`config.mk`:
```
export PLATFORM = sky130hd
export DESIGN_NAME = rrp_scanner
export DESIGN_NICKNAME = d
export VERILOG_FILES = /design/src/design/rrp_pkg.sv /design/src/design/rrp_scanner.sv
export SDC_FILE = /design/constraint.sdc
export NUM_CORES = 1
export LEC_CHECK = 0
export CAP_MARGIN = 25
export CORE_MARGIN = 5
export CORE_UTILIZATION = 25
export CTS_CLUSTER_SIZE = 14
export DETAILED_ROUTE_END_ITERATION = 10
export DONT_BUFFER_PORTS = 1
export PLACE_DENSITY = 0.41
export SETUP_SLACK_MARGIN = 0.5
export SLEW_MARGIN = 0
export SYNTH_ARGS = -nofsm -noshare
export SYNTH_HDL_FRONTEND = slang
export SYNTH_SLANG_ARGS = --single-unit
```
`constraint.sdc`:
```
create_clock -name clk -period 9.1 [get_ports clk]
set_clock_uncertainty 0.2 [all_clocks]
set_input_delay 1.365 -clock clk [delete_from_list [all_inputs] [get_ports clk]]
set_output_delay 1.365 -clock clk [all_outputs]
set_load 0.005 [all_outputs]
```
`src/design/rrp_pkg.sv`:
```
`timescale 1ns / 1ps
// ----------------------------------------------------------------------------
// rrp_pkg
// Shared types, codes and defaults of the rectangle raster painter.
// ----------------------------------------------------------------------------
package rrp_pkg;

    localparam int DEF_MAX_WIDTH  = 256;
    localparam int DEF_MAX_HEIGHT = 256;
    localparam int DEF_FRAC_BITS  = 8;

    localparam int COORD_W = 24;
    localparam int CHAR_W  = 8;
    localparam int POS_W   = 8;
    localparam int WIN_W   = 9;
    localparam int CFG_W   = 9;

    localparam logic [WIN_W-1:0]  RST_FRAME_WIDTH  = 9'd256;
    localparam logic [WIN_W-1:0]  RST_FRAME_HEIGHT = 9'd256;
    localparam logic [CHAR_W-1:0] RST_BACKGROUND   = 8'd32;

    typedef enum logic [1:0] {
        REQ_CLEAR = 2'd0,
        REQ_DRAW  = 2'd1,
        REQ_READ  = 2'd2,
        REQ_NONE  = 2'd3
    } req_t;

    typedef enum logic [1:0] {
        STAT_OK      = 2'd0,
        STAT_BADSIZE = 2'd1,
        STAT_OUTSIDE = 2'd2
    } status_t;

    typedef enum logic [1:0] {
        CFG_FRAME_WIDTH  = 2'd0,
        CFG_FRAME_HEIGHT = 2'd1,
        CFG_BACKGROUND   = 2'd2
    } cfg_idx_t;

    typedef enum logic [3:0] {
        S_IDLE     = 4'b0001,
        S_SCAN     = 4'b0010,
        S_RD_ISSUE = 4'b0100,
        S_RD_WAIT  = 4'b1000
    } state_t;

    typedef struct packed {
        logic [1:0]                req_type;
        logic signed [COORD_W-1:0] rect_left;
        logic signed [COORD_W-1:0] rect_top;
        logic signed [COORD_W-1:0] rect_width;
        logic signed [COORD_W-1:0] rect_height;
        logic                      outline_only;
        logic [CHAR_W-1:0]         paint_char;
        logic [POS_W-1:0]          read_col;
        logic [POS_W-1:0]          read_row;
    } cmd_t;

    typedef struct packed {
        logic [CHAR_W-1:0] pixel_char;
        logic [1:0]        status;
    } rsp_t;

endpackage

```
`src/design/rrp_scanner.sv`:
```
`timescale 1ns / 1ps
// ----------------------------------------------------------------------------
// rrp_scanner
// Command sequencer: walks the window for clear and draw, at most one store
// write per pixel, and runs the store read for read commands.
// ----------------------------------------------------------------------------
module rrp_scanner #(
    parameter int MAX_WIDTH  = rrp_pkg::DEF_MAX_WIDTH,
    parameter int MAX_HEIGHT = rrp_pkg::DEF_MAX_HEIGHT,
    parameter int FRAC_BITS  = rrp_pkg::DEF_FRAC_BITS,
    parameter int COL_W      = (MAX_WIDTH > 1) ? $clog2(MAX_WIDTH) : 1,
    parameter int ROW_W      = (MAX_HEIGHT > 1) ? $clog2(MAX_HEIGHT) : 1,
    parameter int ADDR_W     = (MAX_WIDTH * MAX_HEIGHT > 1) ?
                               $clog2(MAX_WIDTH * MAX_HEIGHT) : 1
) (
    input  logic                       clk,
    input  logic                       rst_n,
    input  logic                       start,
    input  rrp_pkg::cmd_t              cmd,
    output logic                       busy,
    output logic                       done,
    output rrp_pkg::rsp_t              result,
    input  logic [COL_W-1:0]           win_col_last,
    input  logic [ROW_W-1:0]           win_row_last,
    input  logic [rrp_pkg::CHAR_W-1:0] bg_char,
    output logic                       wr_en,
    output logic [ADDR_W-1:0]          wr_addr,
    output logic [rrp_pkg::CHAR_W-1:0] wr_data,
    output logic                       rd_en,
    output logic [ADDR_W-1:0]          rd_addr,
    input  logic [rrp_pkg::CHAR_W-1:0] rd_data
);
    import rrp_pkg::*;

    localparam int PIX_W = ((COL_W > ROW_W) ? COL_W : ROW_W) + FRAC_BITS + 1;
    localparam int FX_W  = ((PIX_W > COORD_W + 2) ? PIX_W : COORD_W + 2) + 1;
    localparam int RC_W  = ((COL_W > ROW_W) ? COL_W : ROW_W) > POS_W ?
                           ((COL_W > ROW_W) ? COL_W : ROW_W) : POS_W;
    localparam logic signed [FX_W-1:0] ONE = FX_W'(1) << FRAC_BITS;

    state_t state_reg, state_next;
    logic done_reg, done_next;
    rsp_t result_reg, result_next;

    logic [COL_W-1:0]  col_reg, col_next, col_last_reg, col_last_next;
    logic [ROW_W-1:0]  row_reg, row_next, row_last_reg, row_last_next;
    logic [ADDR_W-1:0] base_reg, base_next, addr_reg, addr_next;
    logic [CHAR_W-1:0] char_reg, char_next;
    logic fill_all_reg, fill_all_next, outline_reg, outline_next;

    // rectangle bounds and the inner edges of the outline band
    logic signed [FX_W-1:0] xl_reg, xr_reg, xlo_reg, xro_reg;
    logic signed [FX_W-1:0] yt_reg, yb_reg, yto_reg, ybo_reg;
    logic signed [FX_W-1:0] xl_next, xr_next, xlo_next, xro_next;
    logic signed [FX_W-1:0] yt_next, yb_next, yto_next, ybo_next;

    logic signed [FX_W-1:0] cmd_l, cmd_t_y, cmd_w, cmd_h, px, py;
    logic size_ok, in_window, in_rect, on_band, covered, last_col, last_row;
    logic accept;

    assign accept = start && (state_reg == S_IDLE);

    assign cmd_l   = {{(FX_W-COORD_W){cmd.rect_left[COORD_W-1]}}, cmd.rect_left};
    assign cmd_t_y = {{(FX_W-COORD_W){cmd.rect_top[COORD_W-1]}}, cmd.rect_top};
    assign cmd_w   = {{(FX_W-COORD_W){cmd.rect_width[COORD_W-1]}}, cmd.rect_width};
    assign cmd_h   = {{(FX_W-COORD_W){cmd.rect_height[COORD_W-1]}}, cmd.rect_height};

    assign size_ok = !cmd.rect_width[COORD_W-1] && (cmd.rect_width != '0) &&
                     !cmd.rect_height[COORD_W-1] && (cmd.rect_height != '0);

    assign in_window = (RC_W'(cmd.read_col) <= RC_W'(win_col_last)) &&
                       (RC_W'(cmd.read_row) <= RC_W'(win_row_last));

    assign px = $signed(FX_W'(col_reg) << FRAC_BITS);
    assign py = $signed(FX_W'(row_reg) << FRAC_BITS);

    assign in_rect = (px >= xl_reg) && (px <= xr_reg) && (py >= yt_reg) && (py <= yb_reg);
    assign on_band = (px < xlo_reg) || (px > xro_reg) || (py < yto_reg) || (py > ybo_reg);
    assign covered = fill_all_reg || (in_rect && (!outline_reg || on_band));

    assign last_col = (col_reg == col_last_reg);
    assign last_row = (row_reg == row_last_reg);

    always_comb
    begin
        state_next    = state_reg;
        done_next     = 1'b0;
        result_next   = result_reg;
        col_next      = col_reg;
        row_next      = row_reg;
        base_next     = base_reg;
        addr_next     = addr_reg;
        col_last_next = col_last_reg;
        row_last_next = row_last_reg;
        char_next     = char_reg;
        fill_all_next = fill_all_reg;
        outline_next  = outline_reg;
        xl_next  = xl_reg;
        xr_next  = xr_reg;
        xlo_next = xlo_reg;
        xro_next = xro_reg;
        yt_next  = yt_reg;
        yb_next  = yb_reg;
        yto_next = yto_reg;
        ybo_next = ybo_reg;

        case (state_reg)
            S_IDLE:
            begin
                if (accept)
                begin
                    result_next   = '0;
                    col_next      = '0;
                    row_next      = '0;
                    base_next     = '0;
                    col_last_next = win_col_last;
                    row_last_next = win_row_last;
                    outline_next  = cmd.outline_only;
                    xl_next  = cmd_l;
                    xr_next  = cmd_l + cmd_w;
                    xlo_next = cmd_l + ONE;
                    xro_next = cmd_l + cmd_w - ONE;
                    yt_next  = cmd_t_y;
                    yb_next  = cmd_t_y + cmd_h;
                    yto_next = cmd_t_y + ONE;
                    ybo_next = cmd_t_y + cmd_h - ONE;
                    case (cmd.req_type)
                        REQ_CLEAR:
                        begin
                            fill_all_next = 1'b1;
                            char_next     = bg_char;
                            state_next    = S_SCAN;
                        end
                        REQ_DRAW:
                        begin
                            fill_all_next = 1'b0;
                            char_next     = cmd.paint_char;
                            if (size_ok)
                            begin
                                state_next = S_SCAN;
                            end
                            else
                            begin
                                result_next.status = STAT_BADSIZE;
                                done_next          = 1'b1;
                            end
                        end
                        REQ_READ:
                        begin
                            if (in_window)
                            begin
                                addr_next = ADDR_W'(cmd.read_row) * ADDR_W'(MAX_WIDTH)
                                          + ADDR_W'(cmd.read_col);
                                state_next = S_RD_ISSUE;
                            end
                            else
                            begin
                                result_next.status = STAT_OUTSIDE;
                                done_next          = 1'b1;
                            end
                        end
                        default:
                        begin
                            done_next = 1'b1;
                        end
                    endcase
                end
            end
            S_SCAN:
            begin
                if (last_col)
                begin
                    col_next  = '0;
                    row_next  = row_reg + 1'b1;
                    base_next = base_reg + ADDR_W'(MAX_WIDTH);
                    if (last_row)
                    begin
                        done_next  = 1'b1;
                        state_next = S_IDLE;
                    end
                end
                else
                begin
                    col_next = col_reg + 1'b1;
                end
            end
            S_RD_ISSUE:
            begin
                state_next = S_RD_WAIT;
            end
            S_RD_WAIT:
            begin
                result_next.pixel_char = rd_data;
                done_next              = 1'b1;
                state_next             = S_IDLE;
            end
            default:
            begin
                state_next = S_IDLE;
            end
        endcase
    end

    always_ff @(posedge clk or negedge rst_n)
    begin
        if (!rst_n)
        begin
            state_reg <= S_IDLE;
            done_reg  <= 1'b0;
        end
        else
        begin
            state_reg <= state_next;
            done_reg  <= done_next;
        end
    end

    always_ff @(posedge clk)
    begin
        result_reg   <= result_next;
        col_reg      <= col_next;
        row_reg      <= row_next;
        base_reg     <= base_next;
        addr_reg     <= addr_next;
        col_last_reg <= col_last_next;
        row_last_reg <= row_last_next;
        char_reg     <= char_next;
        fill_all_reg <= fill_all_next;
        outline_reg  <= outline_next;
        xl_reg  <= xl_next;
        xr_reg  <= xr_next;
        xlo_reg <= xlo_next;
        xro_reg <= xro_next;
        yt_reg  <= yt_next;
        yb_reg  <= yb_next;
        yto_reg <= yto_next;
        ybo_reg <= ybo_next;
    end

    assign busy    = (state_reg != S_IDLE);
    assign done    = done_reg;
    assign result  = result_reg;

    assign wr_en   = (state_reg == S_SCAN) && covered;
    assign wr_addr = base_reg + ADDR_W'(col_reg);
    assign wr_data = char_reg;
    assign rd_en   = (state_reg == S_RD_ISSUE);
    assign rd_addr = addr_reg;

endmodule

```
==> metrics.yaml <==
setup_path:
  startpoint: "col_reg[2]"
  crit_type: "reg2out"
  cp.arrival_ns: 3.35
  path_max_fanout: 10
  crit_buf_inv: 0
  crit_path_top_delay_cell: "edfxtp_1"
  worstSetupEndpointType: "primary output"
  worst-endpoint-required_ns: 7.54
  path_common_cell: "a21o_1"
  startpoint_type: "register"
  crit_family: "compound AO/OA/AOI/OAI gates"
  worstPathCellList: "ha_1 -> a21o_1 -> a21o_1 -> a221oi_1 -> o22ai_1 -> o311ai_0 -> o2111ai_1 -> o31ai_1"
  cpPeakStageDelay_ns: 0.61
  timing.rr.start: "state_reg[0]"
clocking:
  cts_buffer_depth: 3
  clk_pin_slew_ns: 0.05
  hold_buffers: 0
  h-tree-depth: 2
  cts-root-buf: "clkbuf_16"
  clock_sinks: 249
  ctsResizeCount: 0
  clk_latency_ns: 0.55
  cts_tree: "built"
  numCtsBuffers: 35
  post-cts-setup-buffers: 0
cells_and_area:
  fin_nets: 1602
  final_common_cell: "edfxtp_1"
  post-route-util_pct: 28.9
  most-common-layout-cells: "edfxtp_1 (244), ha_1 (139), inv_1 (117)"
  fill_cells: 6023
  postLayoutCellArea_um2: 16700
  drive_above_1_share_pct: 7.23
  syn_to_final_growth_pct: 14.2
  multi_input_area_um2: 6700
  register_area_um2: 7450
yosys:
  yosys.area.top_type: "edfxtp_1"
  synth_cells: 1279
  synthSimpleGateAreaFrac_pct: 14.4
  yosys.area_share.xor_xnor_pct: 7.29
  synth_area_um2: 14700
  synth_warnings: 0
  synth_edf_count: 244
  synth_flop_cell: "edfxtp_1"
  synth_top_family_by_area: "simple AND/OR/NAND/NOR gates"
  syn_nets: 1578
  async_reset_ff_share_pct: 2.01
  netlist.area_leader.share_pct: 50.0
  synth_compound_area_share_pct: 11.1
  seq_area_frac_synth_pct: 50.8
  synthAdderAreaFrac_pct: 12.1
  synthMuxAreaShare_pct: 0.751
  yosysUniqueCellTypes: 82
  synthTopCellsByArea: "edfxtp_1 (50%), ha_1 (12%), xnor2_1 (3.7%), xor2_1 (3.6%), inv_1 (3.0%)"
  ys_seq_elements: 249
  syn-mean-instance-area_um2: 11.5
power_and_ir_drop:
  p_per_area_nw_per_um2: 208
  power.leakage_nw: 6.41
  ir_worst_vdd_uv: 117
global_routing:
  track_usage_pct: 12.7
  grt_max_degree: 112
  grt_pass1_wl_um: 62100
  grt_pass1_vias: 9920
  antenna_found_initial: 1
  gr-total-overflow: 0
routing:
  drc: 0
  detail-route-antenna-nets: 0
  firstDrtPassIters: 5
  drtIter0Drc: 622
  vias_per_cell: 4.75
  post_drt_wl_per_cell_um: 20.0
  routed_wl_um: 41800
  vias: 9939
sta:
  setup-violations-final: 0
  finalCritPeriodShare_pct: 54.0
  setup_tns_ns: 0
  worst_pin_slew_ns: 1.02
  fin_crit_ns: 4.92
  max_freq_mhz: 203
  grt_setup_unrepaired: "no"
  hold_ws_ns: 0.309
  relSlewSlack_pct: 32.3
  hold_viol: 0
  slew_viol_final: 0
flow_run:
  drv_cap: 0
place:
  gp_congestion: 0.888
  dpl_cell_area_um2: 15600
  post-dp-hpwl_um: 32700
  portBuffers: 0
floorplan:
  core_um2: 57900
  die-area_um2: 63600
  pin_count: 212
  initial_core_util_pct: 25.3
  rows: 88
  die_y_um: 252
  die_x_um: 252
status:
  outcome: "complete, no violations"
worst_hold_path:
  hp-class: "in2async"
## through the flow
step | worst slack (ns) | instances | power (mW)
floorplan | 3.03 | 1279 | 2.00
global placement | 4.33 | 2030 | 2.16
detailed placement | 4.23 | 2030 | 2.17
CTS | 4.00 | 2091 | 3.57
global route | 3.87 | 2092 | 3.69
finish | 4.18 | 2093 | 3.49
## synth_stat cells (all sizes together) (8+ instances only)
cell / n
edfxtp: 244
ha: 139
inv: 118
nor2: 72
a21oi: 70
xnor2: 62
xor2: 60
nand2: 56
nand3: 51
o21ai: 41
nor4: 40
a21o: 32
nor3: 25
nand4: 24
and3: 21
and2: 19
nor2b: 17
a211oi: 14
nand2b: 14
o211ai: 13
clkbuf: 12
or3: 9
mux2: 8
o21a: 8
## kinds of logic after synthesis
logic type                 Yosys count
adders and majority gates          141
and+or+nand+nor                    382
xor gates and xnor gates           122
DFF                                249
buffers and inverters              135
muxes                               10
AOI/OAI and AO/OA                  240
## worst reg2reg max path, cell delays in order (launching register included)
cell and delay [ns]:
dfstp_2 0.58, nor4b_1 0.32, nand2_1 0.32, inv_8 0.59, buf_4 0.97
## per-layer routing
metal / vias up / GRT usage (%) / share of wire, %
met2: 266 / 19.4 / 44
li1: 4851 / - / -
met4: 0 / 5.35 / 3.7
met1: 4755 / 17.2 / 46
met3: 67 / 3.04 / 6.1
met5: - / 0 / 0
## layout make-up
type	instances	share of cell area [%]
Antenna cell	1	0.0150
Tap cell	765	5.72
Clock inverter	18	1.17
Timing Repair Buffer	4	0.164
Clock buffer	43	5.65
Multi-Input combinational cell	895	40.1
Sequential cell	249	44.5
Inverter	118	2.69
## where the power goes
| part | internal, mW | total, mW | leakage, nW | switching (mW) |
|---|---|---|---|---|
| registers | 1.46 | 1.54 | 2.40 | 0.0806 |
| logic | 0.227 | 0.596 | 3.47 | 0.369 |
| clock network | 0.804 | 1.35 | 0.545 | 0.546 |
| total | 2.49 | 3.49 | 6.41 | 0.995 |
## path summary, 6_finish.rpt
check	endpoint	slack [ns]	depth (start not counted)
min	done	0.31	0
min in group clk	state_reg[3]	0.37	1
max in group asynchronous	state_reg[0]	8.22	0
max	wr_en	4.18	8
min reg2reg	state_reg[3]	0.37	1
max reg2reg	yt_reg[22]	5.63	4
No activity file was read; power rests on OpenSTA's default activity.
